==> src/e2e3t_pkg.sv <==
package e2e3t_pkg;

   // One input word: either an EVT2 word or a request to flush the pending mask.
   typedef struct packed {
      logic        req_type;
      logic [31:0] evt2_word;
   } req_payload_type;

   // One output word: an EVT3 word and the marker for the final word of an input.
   typedef struct packed {
      logic [15:0] evt3_word;
      logic        last;
   } rsp_payload_type;

   // Number of EVT3 words one input can cause.
   localparam int unsigned SLOT_COUNT = 5;

   // Result words of one input, in output order, with an enable for each slot.
   typedef struct packed {
      logic [SLOT_COUNT-1:0]       enable;
      logic [SLOT_COUNT-1:0][15:0] word;
   } word_set_type;

   // EVT2 word types.
   localparam logic [3:0] EVT2_CD_OFF      = 4'h0;
   localparam logic [3:0] EVT2_CD_ON       = 4'h1;
   localparam logic [3:0] EVT2_TIME_HIGH   = 4'h8;
   localparam logic [3:0] EVT2_EXT_TRIGGER = 4'hA;

   // EVT3 word codes.
   localparam logic [3:0] CODE_ADDR_Y      = 4'h0;
   localparam logic [3:0] CODE_ADDR_X      = 4'h2;
   localparam logic [3:0] CODE_VECT_BASE_X = 4'h3;
   localparam logic [3:0] CODE_VECT_8      = 4'h5;
   localparam logic [3:0] CODE_TIME_LOW    = 4'h6;
   localparam logic [3:0] CODE_TIME_HIGH   = 4'h8;
   localparam logic [3:0] CODE_EXT_TRIG    = 4'hA;

endpackage

==> src/e2e3t_encoder.sv <==
module e2e3t_encoder (
   input  logic                       clock,
   input  logic                       reset,
   input  logic                       advance,
   input  e2e3t_pkg::req_payload_type item,
   input  logic                       master_slave,
   output e2e3t_pkg::word_set_type    words
);
   import e2e3t_pkg::*;

   // Output slot order. A flush never coincides with the very first time-high
   // word, since a mask can only hold pixels once time output has started.
   localparam int unsigned SLOT_FLUSH_A = 0;
   localparam int unsigned SLOT_FLUSH_B = 1;
   localparam int unsigned SLOT_TIME_HI = 2;
   localparam int unsigned SLOT_TIME_LO = 3;
   localparam int unsigned SLOT_TAIL    = 4;

   logic [17:0] in_time_high_ff, in_time_high_in;
   logic        in_time_valid_ff, in_time_valid_in;
   logic        out_time_started_ff, out_time_started_in;
   logic [11:0] out_time_high_ff, out_time_high_in;
   logic [11:0] out_time_low_ff, out_time_low_in;
   logic [10:0] row_y_ff, row_y_in;
   logic        row_valid_ff, row_valid_in;
   logic        group_polarity_ff, group_polarity_in;
   logic        polarity_valid_ff, polarity_valid_in;
   logic [7:0]  block_x_base_ff, block_x_base_in;
   logic [7:0]  pixel_mask_ff, pixel_mask_in;

   logic [3:0]  word_type;
   logic        is_flush_req, is_pixel, is_trigger, is_time_high, is_timed;
   logic [11:0] time_hi, time_lo;
   logic [10:0] pix_x, pix_y;
   logic        pix_pol;
   logic        time_start, hi_change, lo_change, row_change, pol_change, block_change;
   logic        mask_single, do_flush;
   logic [2:0]  single_pos;

   always_comb begin
      word_type    = item.evt2_word[31:28];
      is_flush_req = item.req_type;
      is_pixel     = !item.req_type && in_time_valid_ff &&
                     (word_type == EVT2_CD_OFF || word_type == EVT2_CD_ON);
      is_trigger   = !item.req_type && in_time_valid_ff && (word_type == EVT2_EXT_TRIGGER);
      is_time_high = !item.req_type && (word_type == EVT2_TIME_HIGH);
      is_timed     = is_pixel || is_trigger;

      time_hi = in_time_high_ff[17:6];
      time_lo = {in_time_high_ff[5:0], item.evt2_word[27:22]};
      pix_x   = item.evt2_word[21:11];
      pix_y   = item.evt2_word[10:0];
      pix_pol = word_type[0];

      time_start   = is_timed && !out_time_started_ff;
      hi_change    = is_timed && out_time_started_ff && (time_hi != out_time_high_ff);
      lo_change    = is_timed && (time_lo != out_time_low_ff);
      row_change   = is_pixel && (!row_valid_ff || pix_y != row_y_ff);
      pol_change   = is_pixel && (!polarity_valid_ff || pix_pol != group_polarity_ff);
      block_change = is_pixel && (pix_x[10:3] != block_x_base_ff);

      mask_single = ((pixel_mask_ff & (pixel_mask_ff - 8'd1)) == 8'd0);
      do_flush    = (pixel_mask_ff != 8'd0) &&
                    (is_flush_req || hi_change || lo_change || row_change ||
                     pol_change || block_change);

      single_pos = 3'd7;
      for (int i = 6; i >= 0; i--) begin
         if (pixel_mask_ff[i]) begin
            single_pos = 3'(i);
         end
      end
   end

   always_comb begin
      words.enable[SLOT_FLUSH_A] = do_flush;
      words.enable[SLOT_FLUSH_B] = do_flush && !mask_single;
      words.enable[SLOT_TIME_HI] = time_start || hi_change;
      words.enable[SLOT_TIME_LO] = lo_change;
      words.enable[SLOT_TAIL]    = row_change || is_trigger;

      if (mask_single) begin
         words.word[SLOT_FLUSH_A] = {CODE_ADDR_X, group_polarity_ff, block_x_base_ff, single_pos};
      end else begin
         words.word[SLOT_FLUSH_A] = {CODE_VECT_BASE_X, group_polarity_ff, block_x_base_ff, 3'd0};
      end
      words.word[SLOT_FLUSH_B] = {CODE_VECT_8, 4'd0, pixel_mask_ff};
      words.word[SLOT_TIME_HI] = {CODE_TIME_HIGH, time_hi};
      words.word[SLOT_TIME_LO] = {CODE_TIME_LOW, time_lo};
      if (is_trigger) begin
         words.word[SLOT_TAIL] = {CODE_EXT_TRIG, item.evt2_word[11:8], 7'd0, item.evt2_word[0]};
      end else begin
         words.word[SLOT_TAIL] = {CODE_ADDR_Y, master_slave, pix_y};
      end
   end

   always_comb begin
      in_time_high_in     = in_time_high_ff;
      in_time_valid_in    = in_time_valid_ff;
      out_time_started_in = out_time_started_ff;
      out_time_high_in    = out_time_high_ff;
      out_time_low_in     = out_time_low_ff;
      row_y_in            = row_y_ff;
      row_valid_in        = row_valid_ff;
      group_polarity_in   = group_polarity_ff;
      polarity_valid_in   = polarity_valid_ff;
      block_x_base_in     = block_x_base_ff;
      pixel_mask_in       = pixel_mask_ff;
      if (advance) begin
         if (is_time_high) begin
            in_time_high_in  = item.evt2_word[17:0];
            in_time_valid_in = 1'b1;
         end
         if (is_timed) begin
            out_time_started_in = 1'b1;
            out_time_high_in    = time_hi;
            out_time_low_in     = time_lo;
         end
         if (do_flush) begin
            pixel_mask_in = 8'd0;
         end
         if (is_pixel) begin
            row_y_in          = pix_y;
            row_valid_in      = 1'b1;
            group_polarity_in = pix_pol;
            polarity_valid_in = 1'b1;
            block_x_base_in   = pix_x[10:3];
            pixel_mask_in     = (do_flush ? 8'd0 : pixel_mask_ff) | (8'd1 << pix_x[2:0]);
         end
      end
   end

   always_ff @(posedge clock) begin
      if (reset) begin
         in_time_high_ff     <= '0;
         in_time_valid_ff    <= 1'b0;
         out_time_started_ff <= 1'b0;
         out_time_high_ff    <= '0;
         out_time_low_ff     <= '0;
         row_y_ff            <= '0;
         row_valid_ff        <= 1'b0;
         group_polarity_ff   <= 1'b0;
         polarity_valid_ff   <= 1'b0;
         block_x_base_ff     <= '0;
         pixel_mask_ff       <= '0;
      end else begin
         in_time_high_ff     <= in_time_high_in;
         in_time_valid_ff    <= in_time_valid_in;
         out_time_started_ff <= out_time_started_in;
         out_time_high_ff    <= out_time_high_in;
         out_time_low_ff     <= out_time_low_in;
         row_y_ff            <= row_y_in;
         row_valid_ff        <= row_valid_in;
         group_polarity_ff   <= group_polarity_in;
         polarity_valid_ff   <= polarity_valid_in;
         block_x_base_ff     <= block_x_base_in;
         pixel_mask_ff       <= pixel_mask_in;
      end
   end

endmodule

==> src/e2e3t_drain.sv <==
module e2e3t_drain (
   input  logic                       clock,
   input  logic                       reset,
   input  logic                       advance,
   input  e2e3t_pkg::word_set_type    words,
   output logic                       load_ok,
   output logic                       rsp_valid,
   input  logic                       rsp_ready,
   output e2e3t_pkg::rsp_payload_type rsp_data
);
   import e2e3t_pkg::*;

   logic [SLOT_COUNT-1:0]       pend_ff, pend_in;
   logic [SLOT_COUNT-1:0][15:0] word_ff, word_in;
   logic [SLOT_COUNT-1:0]       sel;
   logic [SLOT_COUNT-1:0]       remaining;
   logic [15:0]                 word_mux;

   always_comb begin
      // Lowest pending slot goes out first.
      sel      = pend_ff & (~pend_ff + SLOT_COUNT'(1));
      word_mux = '0;
      for (int i = 0; i < SLOT_COUNT; i++) begin
         word_mux = word_mux | (word_ff[i] & {16{sel[i]}});
      end
      rsp_valid          = (pend_ff != '0);
      rsp_data.evt3_word = word_mux;
      rsp_data.last      = ((pend_ff & ~sel) == '0);
      remaining          = (rsp_valid && rsp_ready) ? (pend_ff & ~sel) : pend_ff;
      load_ok            = (remaining == '0);
      pend_in            = advance ? words.enable : remaining;
      word_in            = advance ? words.word : word_ff;
   end

   always_ff @(posedge clock) begin
      if (reset) begin
         pend_ff <= '0;
      end else begin
         pend_ff <= pend_in;
      end
   end

   always_ff @(posedge clock) begin
      word_ff <= word_in;
   end

endmodule

==> src/evt2_to_evt3_event_transcoder.sv <==
// Channel    Direction  Handshake              Content
// req_       in         req_valid/req_ready    req_type, evt2_word (one word)
// rsp_       out        rsp_valid/rsp_ready    evt3_word, last (one word)
// csr_       in         csr_write_en           master_slave, written without wait
//
// An accepted word lands in an input register and moves to the output buffer
// once the buffer can take all of its results; there its first EVT3 word is shown.
// The output buffer sends one word per cycle while rsp_ready is high and takes
// the next input as its last word leaves, so inputs with zero or one result
// flow at one word per cycle.
// Reset is synchronous and empties both registers and clears all decode state.
// A stall on rsp_ready holds the buffer and then the input register.
module evt2_to_evt3_event_transcoder (
   input  logic                       clock,
   input  logic                       reset,
   input  logic                       req_valid,
   output logic                       req_ready,
   input  e2e3t_pkg::req_payload_type req_data,
   output logic                       rsp_valid,
   input  logic                       rsp_ready,
   output e2e3t_pkg::rsp_payload_type rsp_data,
   input  logic                       csr_write_en,
   input  logic                       csr_write_data
);
   import e2e3t_pkg::*;

   // Input register: holds one word until the output buffer can take all of
   // its results.
   logic            item_valid_ff, item_valid_in;
   req_payload_type item_ff, item_in;
   // System type bit placed in every row word.
   logic            master_slave_ff, master_slave_in;

   logic            load_ok;
   logic            advance;
   word_set_type    words;

   always_comb begin
      // The word in the input register is decoded and moved whenever the output
      // buffer is empty or is sending its final word in this cycle.
      advance         = item_valid_ff && load_ok;
      req_ready       = !item_valid_ff || advance;
      item_valid_in   = (req_valid && req_ready) ? 1'b1 : (advance ? 1'b0 : item_valid_ff);
      item_in         = (req_valid && req_ready) ? req_data : item_ff;
      master_slave_in = csr_write_en ? csr_write_data : master_slave_ff;
   end

   always_ff @(posedge clock) begin
      if (reset) begin
         item_valid_ff   <= 1'b0;
         master_slave_ff <= 1'b0;
      end else begin
         item_valid_ff   <= item_valid_in;
         master_slave_ff <= master_slave_in;
      end
   end

   always_ff @(posedge clock) begin
      item_ff <= item_in;
   end

   // Decoder and encoder state; builds the ordered set of result words.
   e2e3t_encoder u_encoder (
      .clock        (clock),
      .reset        (reset),
      .advance      (advance),
      .item         (item_ff),
      .master_slave (master_slave_ff),
      .words        (words)
   );

   // Output buffer; sends the enabled words one per cycle while rsp_ready is high.
   e2e3t_drain u_drain (
      .clock     (clock),
      .reset     (reset),
      .advance   (advance),
      .words     (words),
      .load_ok   (load_ok),
      .rsp_valid (rsp_valid),
      .rsp_ready (rsp_ready),
      .rsp_data  (rsp_data)
   );

endmodule

==> config.mk <==
export PLATFORM = sky130hd
export DESIGN_NAME = evt2_to_evt3_event_transcoder
export DESIGN_NICKNAME = d
export VERILOG_FILES = /design/src/e2e3t_pkg.sv /design/src/e2e3t_encoder.sv /design/src/e2e3t_drain.sv /design/src/evt2_to_evt3_event_transcoder.sv
export SDC_FILE = /design/constraint.sdc
export NUM_CORES = 1
export LEC_CHECK = 0
export BUFFER_PORTS_ARGS = -buffer_cell sky130_fd_sc_hd__clkbuf_2
export CAP_MARGIN = 20
export CELL_PAD_IN_SITES_DETAIL_PLACEMENT = 0
export CELL_PAD_IN_SITES_GLOBAL_PLACEMENT = 1
export CORE_UTILIZATION = 35
export DETAILED_ROUTE_END_ITERATION = 10
export PLACE_DENSITY_LB_ADDON = 0.1
export SETUP_SLACK_MARGIN = 0.4
export SLEW_MARGIN = 20
export SYNTH_ARGS = -nofsm -noshare
export SYNTH_HDL_FRONTEND = slang
export SYNTH_HIERARCHICAL = 1
export SYNTH_SLANG_ARGS = --single-unit
==> constraint.sdc <==
create_clock -name clock -period 8.2 [get_ports clock]
set_input_delay 0.41 -clock clock [delete_from_list [all_inputs] [get_ports clock]]
set_output_delay 0.41 -clock clock [all_outputs]
set_load 0.01 [all_outputs]
# Word level (Yosys, flattened, before mapping)
# Cells that the tools add are included.
[word_totals]
ff_bits = 177
input_bits = 39
output_inout_bits = 19
elab_cells = 112
[op_classes]
add_sub_neg = 2
n_eq_ne = 8
n_shift = 1
n_mux = 15
bitwise = 16
reduce_logical = 46
[ops]
columns = ["operator", "n"]
rows = [
  ["16-bit OR", 4],
  ["16-bit bitwise AND", 3],
  ["15-bit by 16-bit bitwise AND with 16-bit output", 2],
  ["12-bit != test", 2],
  ["1-bit logical AND", 16],
  ["16-bit 2-to-1 mux", 1],
  ["8-bit 2-to-1 mux", 2],
  ["13-bit 2-to-1 mux", 1],
  ["1-bit logical OR", 12],
  ["3-bit 2-to-1 mux", 4],
  ["11-bit != test", 1],
  ["5-bit bitwise AND", 2],
  ["5-bit logical NOT", 2],
  ["5-bit 2-to-1 mux", 2],
  ["5-bit NOT", 2],
  ["8-bit bitwise AND", 1],
  ["4-bit equality test, second input constant", 2],
  ["8-bit logical NOT", 1],
  ["8-bit != test", 1],
  ["8-bit OR", 1],
  ["8-bit nonzero test", 1],
  ["1-bit by 3-bit left shift with 8-bit output, first input constant", 1],
  ["8-bit by 1-bit subtractor with 8-bit output, second input constant", 1],
  ["2-bit AND reduction", 3],
  ["13 further kinds", 20],
]

# Longest topological paths before layout
# Gate-level depths: netlist (run 1).
[depth]
depth_word = 15
ltp_mapped = 12
depth_no_buf = 8

# Cells and area by module
# Netlist (run 1), hierarchy kept.
[by_module_without_submodules]
columns = ["mod", "n_inst", "cells_per_inst", "area_each_um2", "seq_area_each_um2"]
rows = [
  ["e2e3t_encoder", 1, 483, 3732.3, 1461.4],
  ["e2e3t_drain", 1, 193, 3295.7, 2502.4],
  ["evt2_to_evt3_event_transcoder", 1, 42, 1087.3, 1031.0],
]

# Worst setup path before layout (run 1)
# No wires, ideal clock.
[synth_path]
path_kind = "register -> register"
start = "register u_drain.pend_ff[2]"
end = "register u_encoder.in_time_high_ff[10]"
setup_ns = 0.070
arrival_time_ns = 3.660
required_time_ns = 8.130
path_slack_ns = 4.469
path_stages_with_launch = 13
path_buffers = 4
synth_period_minus_slack_ns = 3.731
path_cell_list = "dfxtp_1 buf_6 nor4_4 nand2_1 or3b_1 and2_2 clkbuf_1 nor2b_1 and3_1 clkbuf_1 clkbuf_1 nand2_1 a21oi_1"
[synth_between]
elab_cells_between_ends = 11
classes_between = "add/sub: 1; mux: 1; bitwise: 4; reduce/logical: 5"
[synth_lines]
columns = ["item", "line_no", "source"]
rows = [
  ["start, declared", "e2e3t_drain.sv:13", "logic [SLOT_COUNT-1:0] pend_ff, pend_in;"],
  ["start signal, assigned", "e2e3t_drain.sv:39", "pend_ff <= pend_in;"],
  ["5-bit nonzero test", "e2e3t_drain.sv:26", "rsp_valid = (pend_ff != '0);"],
  ["net rsp_valid", "evt2_to_evt3_event_transcoder.sv:19", "output logic rsp_valid,"],
  ["1-bit logical AND", "e2e3t_drain.sv:29", "remaining = (rsp_valid && rsp_ready) ? (pend_ff & ~sel) : pend_ff;"],
  ["5-bit 2-to-1 mux", "e2e3t_drain.sv:29", ""],
  ["5-bit logical NOT", "e2e3t_drain.sv:30", "load_ok = (remaining == '0);"],
  ["net load_ok", "evt2_to_evt3_event_transcoder.sv:34", "logic load_ok;"],
  ["1-bit logical AND", "evt2_to_evt3_event_transcoder.sv:41", "advance = item_valid_ff && load_ok;"],
  ["net advance", "evt2_to_evt3_event_transcoder.sv:35", "logic advance;"],
  ["2-bit AND reduction (no source line)", "n/a", ""],
  ["end signal, assigned", "e2e3t_encoder.sv:147", "in_time_high_ff <= in_time_high_in;"],
  ["end, declared", "e2e3t_encoder.sv:19", "logic [17:0] in_time_high_ff, in_time_high_in;"],
]
# The timed path passes the listed nets, and every way through them passes these cells.
# A chain may end at the register's enable or synchronous reset.

# Final worst setup path (run 1)
[layout_path]
start = "register u_drain.pend_ff[1]"
end = "register u_encoder.out_time_high_ff[6]"
[layout_between]
elab_chain_cells = 9
elab_cells_between_ends = 11
classes_between = "add/sub: 1; mux: 1; bitwise: 4; reduce/logical: 5"
[layout_lines]
columns = ["item", "line_no", "source"]
rows = [
  ["5-bit NOT", "e2e3t_drain.sv:21", "sel = pend_ff & (~pend_ff + SLOT_COUNT'(1));"],
  ["5-bit by 1-bit adder with 5-bit output", "e2e3t_drain.sv:21", ""],
  ["5-bit bitwise AND", "e2e3t_drain.sv:21", ""],
  ["5-bit NOT", "e2e3t_drain.sv:29", ""],
  ["5-bit bitwise AND", "e2e3t_drain.sv:29", ""],
  ["5-bit 2-to-1 mux *", "e2e3t_drain.sv:29", ""],
  ["5-bit logical NOT *", "e2e3t_drain.sv:30", ""],
  ["net load_ok", "evt2_to_evt3_event_transcoder.sv:34", ""],
  ["1-bit logical AND *", "evt2_to_evt3_event_transcoder.sv:41", ""],
  ["net advance", "evt2_to_evt3_event_transcoder.sv:35", ""],
  ["2-bit AND reduction (no source line) *", "n/a", ""],
  ["end signal, assigned", "e2e3t_encoder.sv:150", "out_time_high_ff <= out_time_high_in;"],
  ["end, declared", "e2e3t_encoder.sv:22", "logic [11:0] out_time_high_ff, out_time_high_in;"],
]
# Mark *: on every way through the listed nets, which the timed path passes. The rest lies on a longest branch.

==> results of run 1 <==
==> worst paths after layout <==
path                                                 to  depth (start not counted)
min reg2reg          u_encoder/row_y_ff[8]$_SDFFE_PP0P_                          2
max          u_encoder/out_time_high_ff[6]$_SDFFE_PP0P_                          8
max reg2reg  u_encoder/out_time_high_ff[6]$_SDFFE_PP0P_                          8
min                                item_ff[0]$_DFFE_PP_                          1
==> sequential cells by signal, summed over array words and instances (netlist names) <==
name	cells
u_drain/word_ff	80
item_ff	33
u_encoder/in_time_high_ff	18
u_encoder/out_time_high_ff	12
u_encoder/out_time_low_ff	12
u_encoder/row_y_ff	11
u_encoder/block_x_base_ff	8
u_encoder/pixel_mask_ff	8
u_drain/pend_ff	5
item_valid_ff	1
master_slave_ff	1
u_encoder/group_polarity_ff	1
u_encoder/in_time_valid_ff	1
u_encoder/out_time_started_ff	1
u_encoder/polarity_valid_ff	1
==> power breakdown <==
part / internal [mW] / switching, mW
combinational: 0.0173 / 0.0354
clock: 0.393 / 0.371
sequential: 1.05 / 0.0184
total: 1.46 / 0.424
==> area by class of cell <==
type | count | share of cell area (%)
repair buffers | 63 | 3.70
inverters | 7 | 0.294
clock inverters | 14 | 1.20
well taps | 285 | 3.99
flip-flops and latches | 193 | 55.9
clock buffers | 18 | 4.80
multi-input cells | 460 | 30.1
==> layer usage <==
| layer | routed length (µm) | part of all wire (%) | GRT usage [%] |
|---|---|---|---|
| met1 | 9690 | 52 | 23.7 |
| met3 | 610 | 3.2 | 3.47 |
| met5 | 0 | 0 | 0 |
| met2 | 8240 | 44 | 24.7 |
| met4 | 244 | 1.3 | 4.67 |
==> kinds of logic (layout without fill, tap and decap cells) <==
kind of cell | after synthesis | after routing | share of synthesized area, %
and+or+nand+nor | 245 | 245 | 14.6
DFF | 193 | 193 | 61.5
AOI/OAI and AO/OA | 146 | 146 | 12.3
buffers and inverters | 84 | 102 | 6.18
xor gates and xnor gates | 44 | 44 | 4.75
adders and majority gates | 2 | 2 | 0.247
other | 2 | 21 | 0.0925
muxes | 2 | 2 | 0.262
==> cell usage in the layout, fill, tap and decap left out, drive strengths merged, types with 3 or more instances in the layout <==
master / n
clkbuf: 75
xnor2: 27
nor4: 9
o211ai: 18
a22oi: 16
nand2: 107
conb: 21
clkinvlp: 4
a211oi: 6
buf: 6
o21a: 3
nor3: 11
nand4: 7
inv: 12
or3: 5
dfxtp: 80
o21bai: 4
xor2: 17
clkinv: 5
and3: 3
nor2: 29
edfxtp: 113
nand3: 48
a21oi: 77
nor2b: 14
a32oi: 16
and2: 3
==> cell usage after synthesis (3+ instances only) <==
| cell | instances | share of area (%) |
|---|---|---|
| a21oi_1 | 76 | 4.7 |
| nor3_1 | 10 | 0.62 |
| or3_1 | 5 | 0.39 |
| a22oi_1 | 16 | 1.5 |
| edfxtp_1 | 113 | 42 |
| nor2b_1 | 13 | 1.0 |
| nand2_1 | 107 | 4.9 |
| o211ai_2 | 10 | 1.5 |
| a211oi_2 | 4 | 0.62 |
| xor2_1 | 17 | 1.8 |
| dfxtp_1 | 80 | 20 |
| nand4_1 | 7 | 0.54 |
| xnor2_1 | 27 | 2.9 |
| o21a_1 | 3 | 0.28 |
| a32oi_1 | 16 | 1.7 |
| o211ai_1 | 8 | 0.74 |
| buf_6 | 4 | 0.56 |
| and3_1 | 3 | 0.23 |
| buf_2 | 8 | 0.49 |
| nor2_1 | 28 | 1.3 |
| buf_4 | 39 | 3.6 |
| clkbuf_1 | 25 | 1.2 |
| o21bai_1 | 4 | 0.37 |
| nor4_1 | 8 | 0.62 |
| inv_1 | 7 | 0.32 |
| nand3_1 | 48 | 3.0 |
==> stage by stage <==
step / cell area, µm² / utilization, % / cells / total power [mW] / hold slack, ns
2_1_floorplan: 8190 / - / 737 / 1.13 / 0.442
3_3_place_gp: 8400 / 37.0 / 1008 / 1.14 / 0.455
3_5_place_dp: 8400 / 37.0 / 1008 / 1.14 / 0.458
4_1_cts: 8940 / 39.3 / 1040 / 1.91 / 0.134
5_1_grt: 8940 / 39.3 / 1040 / 1.96 / 0.132
6_report: 8940 / 39.3 / 1040 / 1.89 / 0.156
==> flow_metrics.py, run 1 <==
metrics = {
    "status": {
        "status": "completed",
    },
    "sta": {
        "setup_viol": 0,
        "tightest_slew_ns": 1.01,
        "fin_ws_ns": 3.96,
        "fin_crit_ns": 4.24,
        "achievable-frequency_mhz": 236,
        "setup-tns-final_ns": 0,
        "finalHoldViolCount": 0,
        "slew_headroom_pct": 32.4,
        "fin_crit_sh_pct": 51.7,
        "rsz0062_at_grt": "false",
        "skew_ns": 0.00875,
        "slew_violations": 0,
    },
    "die": {
        "die_x_um": 154,
        "start_util_pct": 35.7,
        "num_rows": 55,
        "chipHeight_um": 154,
        "dieArea_mm2": 0.0238,
        "core_region_area_mm2": 0.0227,
        "ios": 58,
    },
    "worst_setup_path": {
        "crit_family": "simple AND/OR/NAND/NOR gates",
        "crit_fanout": 45,
        "crit_chain": "nor4_4 > nand2_1 > or3b_1 > and2_4 > buf_4 > nand2_1 > nand2_1 > a21oi_1",
        "crit_type": "flop to flop",
        "r2r_setup_slack_ns": 3.96,
        "cp.required_ns": 8.46,
        "reg2reg_from": "u_drain/pend_ff[1]$_SDFF_PP0_",
        "crit_top_cell": "nand2_1",
        "worst-path-buf-inv": 1,
        "cpPeakStageDelay_ns": 0.90,
        "crit_arrival_ns": 4.50,
        "cpMaxStageDelayCell": "nor4_4",
        "crit_start": "u_drain/pend_ff[1]$_SDFF_PP0_",
        "cp-start-kind": "flop",
        "cp-end-kind": "flop",
    },
    "route": {
        "ant_nets": 0,
        "route.detailed.drc": 0,
        "vias": 5190,
        "post_drt_wl_per_cell_um": 18.1,
        "vias_per_cell": 4.99,
        "drt_wl_total_um": 18800,
        "dr.pass1.iters": 5,
        "drtIter0Drc": 259,
    },
    "synth": {
        "synth_seq_cells": 193,
        "synth_edf_count": 113,
        "synth_seq_area_share_pct": 61.5,
        "postSynthAreaPerCell_um2": 11.3,
        "syn_area_mm2": 0.00812,
        "syn_inst": 718,
        "yosysWarnings": 6,
        "yosys.cell_types.count": 53,
        "postSynth.asyncResetShare_pct": 0,
        "synth_ff_type": "edfxtp_1",
    },
    "clock_network": {
        "cts.clk_slew.worst_paths_ns": 0.07,
        "clk_latency_ns": 0.42,
        "cts_tree": "yes",
        "cts_setup_buffers": 0,
        "cts_resized": 0,
        "clockBufferDepth": 2,
        "postCtsHoldBufs": 0,
        "root_buffer": "clkbuf_16",
        "h-tree-depth": 4,
        "clock-sinks": 193,
        "cts_made_buffers": 17,
    },
    "grt": {
        "antenna_found_initial": 0,
        "grt_pass1_vias": 5065,
        "grt_pass1_wl_um": 29400,
        "grt_max_degree": 81,
        "globalRouteTotalUtil_pct": 16.4,
        "grt-ovfl-total": 0,
    },
    "placed_design": {
        "dp_hpwl_um": 13000,
        "portBuffers": 57,
        "gp_congestion": 0.756,
        "pre_cts_ws_ns": 3.98,
    },
    "pwr": {
        "power.leakage_nw": 3.10,
        "irDropWorstVdd_v": 0.000132,
        "p_per_area_mw_per_mm2": 211,
    },
    "run": {
        "maxCapViolations": 0,
    },
    "worst_hold_path": {
        "hp-start": "req_data[0]",
        "worstHoldPathType": "input port to flop",
    },
    "cells_and_area": {
        "multi_input_area_mm2": 0.00269,
        "diodes": 0,
        "layout-drive-gt1-share_pct": 16.0,
        "fill_cells": 2236,
        "area_growth_pct": 10.1,
        "ff_latch_area_mm2": 0.00499,
        "fin_nets": 781,
    },
}
(Power assumes the default switching activity.)
==> run 2: changes to the inputs <==
==> constraint.sdc (replaced) <==
create_clock -name clock -period 3.5 [get_ports clock]
set_input_delay 0.175 -clock clock [delete_from_list [all_inputs] [get_ports clock]]
set_output_delay 0.175 -clock clock [all_outputs]
set_load 0.01 [all_outputs]
==> flow_metrics.py, run 2 (synthesis results as in run 1) <==
metrics = {
    "status": {
        "status": "completed",
    },
    "worst_setup_path": {
        "cp-end-kind": "flop",
        "cp.required_ns": 3.80,
        "crit_arrival_ns": 3.16,
        "crit_fanout": 22,
        "r2r_setup_slack_ns": 0.63,
        "crit_type": "flop to flop",
        "cp-start-kind": "flop",
    },
    "run": {
        "maxCapViolations": 0,
    },
    "cells_and_area": {
        "area_growth_pct": 15.5,
        "post-route-util_pct": 41.3,
        "layout-drive-gt1-share_pct": 15.8,
        "diodes": 0,
        "largest_reg_flops": 80,
        "fill_cells": 2182,
        "layout_common_cells": "edfxtp_1 (113), nand2_1 (107), dfxtp_1 (80)",
        "largestRegisters": "u_drain/word_ff x80, item_ff x33, u_encoder/in_time_high_ff x18",
        "mostFrequentLayoutCell": "edfxtp_1",
        "finalInstanceArea_mm2": 0.00938,
        "regMostFlops": "u_drain/word_ff",
        "fin_nets": 822,
    },
    "die": {
        "die_x_um": 154,
        "dieArea_mm2": 0.0238,
        "core_region_area_mm2": 0.0227,
        "start_util_pct": 35.7,
        "chipHeight_um": 154,
        "ios": 58,
        "num_rows": 55,
    },
    "pwr": {
        "clock_power_share_pct": 41.6,
        "p_sw_share_pct": 21.3,
        "switchingPower_mw": 0.972,
        "power.leakage_nw": 3.31,
        "power.total_mw": 4.56,
        "p_per_area_mw_per_mm2": 486,
        "pwr-share-comb_pct": 3.4,
        "power_frac_seq_pct": 55.0,
        "internal_power_mw": 3.59,
        "irDropWorstVdd_v": 0.000304,
    },
    "sta": {
        "achievable-frequency_mhz": 349,
        "tightest_slew_ns": 0.938,
        "fin_crit_sh_pct": 82.0,
        "fin_crit_ns": 2.87,
        "skew_ns": 0.0106,
        "setup-tns-final_ns": 0,
        "finalHoldViolCount": 0,
        "slew_violations": 0,
        "rsz0062_at_grt": "false",
        "setup_viol": 0,
        "slew_headroom_pct": 37.2,
    },
    "route": {
        "dr.pass1.iters": 5,
        "route.detailed.drc": 0,
        "drt_wl_total_um": 19300,
        "vias_per_cell": 5.01,
        "ant_nets": 0,
        "drtIter0Drc": 287,
        "post_drt_wl_per_cell_um": 17.8,
        "vias": 5414,
    },
    "clock_network": {
        "clk_latency_ns": 0.42,
        "h-tree-depth": 4,
        "cts_made_buffers": 17,
        "clock-sinks": 193,
        "clockBufferDepth": 2,
        "cts_tree": "yes",
        "cts_setup_buffers": 0,
        "root_buffer": "clkbuf_16",
        "cts.clk_slew.worst_paths_ns": 0.07,
    },
    "grt": {
        "busiest_layer": "met2",
        "globalRouteTotalUtil_pct": 16.9,
        "grt_pass1_vias": 5226,
        "grt_util_met3_pct": 3.05,
        "met2_usage_pct": 26.2,
        "grt_max_degree": 78,
        "antenna_found_initial": 0,
        "use_met1_pct": 24.3,
        "grt-ovfl-total": 0,
        "grt_pass1_wl_um": 30000,
    },
    "placed_design": {
        "dp_hpwl_um": 13400,
        "portBuffers": 57,
        "gp_congestion": 0.750,
        "dpl-instance-area_mm2": 0.00846,
    },
    "worst_hold_path": {
        "worstHoldPathType": "input port to flop",
    },
}
## run 2: cell count changes in the layout (fill, tap and decap cells not counted), sizes merged
cell         before  now
bufinv            0    2
clkinv            5    8
clkbuf           75   76
clkinvlp          4    0
inv              12   10
buf               6   12
dlygate4sd3       0   35
## run 2: area by class of cell
| type | count | area [µm²] | area share [%] |
|---|---|---|---|
| Sequential cell | 193 | 4990 | 53.3 |
| Clock buffer | 19 | 433 | 4.62 |
| Inverter | 7 | 26.3 | 0.280 |
| Multi-Input combinational cell | 460 | 2690 | 28.7 |
| Tap cell | 285 | 357 | 3.80 |
| Clock inverter | 13 | 135 | 1.44 |
| Timing Repair Buffer | 104 | 738 | 7.87 |
## run 2: worst max-delay path, cell delays in order, from the launching register on
cell     delay, ns
dfxtp_1       0.32
buf_4         0.23
maj3_1        0.40
nor4_1        0.16
or3b_1        0.16
and2_4        0.33
nor2b_1       0.22
nand3_1       0.56
nand2_1       0.26
a21oi_1       0.09
## run 2: power groups by stage
stage                     Clock [mW]  Sequential, mW  Combinational [mW]
after global routing            2.03            2.51               0.172
after global placement             0            2.56               0.125
final                           1.90            2.51               0.156
after CTS                       1.95            2.51               0.158
after floorplan                    0            2.54               0.103
after detailed placement           0            2.56               0.128
## run 2: per-layer routing
metal,vias to the layer above,routed length [µm]
met5,-,0
li1,2651,-
met2,101,8740
met1,2652,9780
met3,10,632
met4,0,136
## run 2: worst paths after layout
path	start	cells past startpoint	endpoint
max	u_drain/pend_ff[0]$_SDFF_PP0_	9	u_encoder/in_time_high_ff[0]$_SDFFE_PP0P_
min	csr_write_en	3	master_slave_ff$_SDFFE_PP0P_
max reg2reg	u_drain/pend_ff[0]$_SDFF_PP0_	9	u_encoder/in_time_high_ff[0]$_SDFFE_PP0P_
min reg2reg	u_encoder/out_time_high_ff[1]$_SDFFE_PP0P_	2	u_encoder/out_time_high_ff[1]$_SDFFE_PP0P_
## run 2: timing repair
action                                 in CTS  in global routing
setup endpoints to repair                   0                  2
hold buffers                               35                  0
endpoints found under the hold margin      35                  0
gates resized for setup                     0                  1
## run 2: metrics by stage
step / std cells / hold slack [ns] / setup WS (ns)
floorplan: 737 / 0.237 / 0.408
global placement: 1014 / 0.352 / 0.723
detailed placement: 1014 / 0.354 / 0.635
CTS: 1081 / 0.00398 / 0.630
global route: 1081 / 0.0194 / 0.415
finish: 1081 / 0.0222 / 0.631
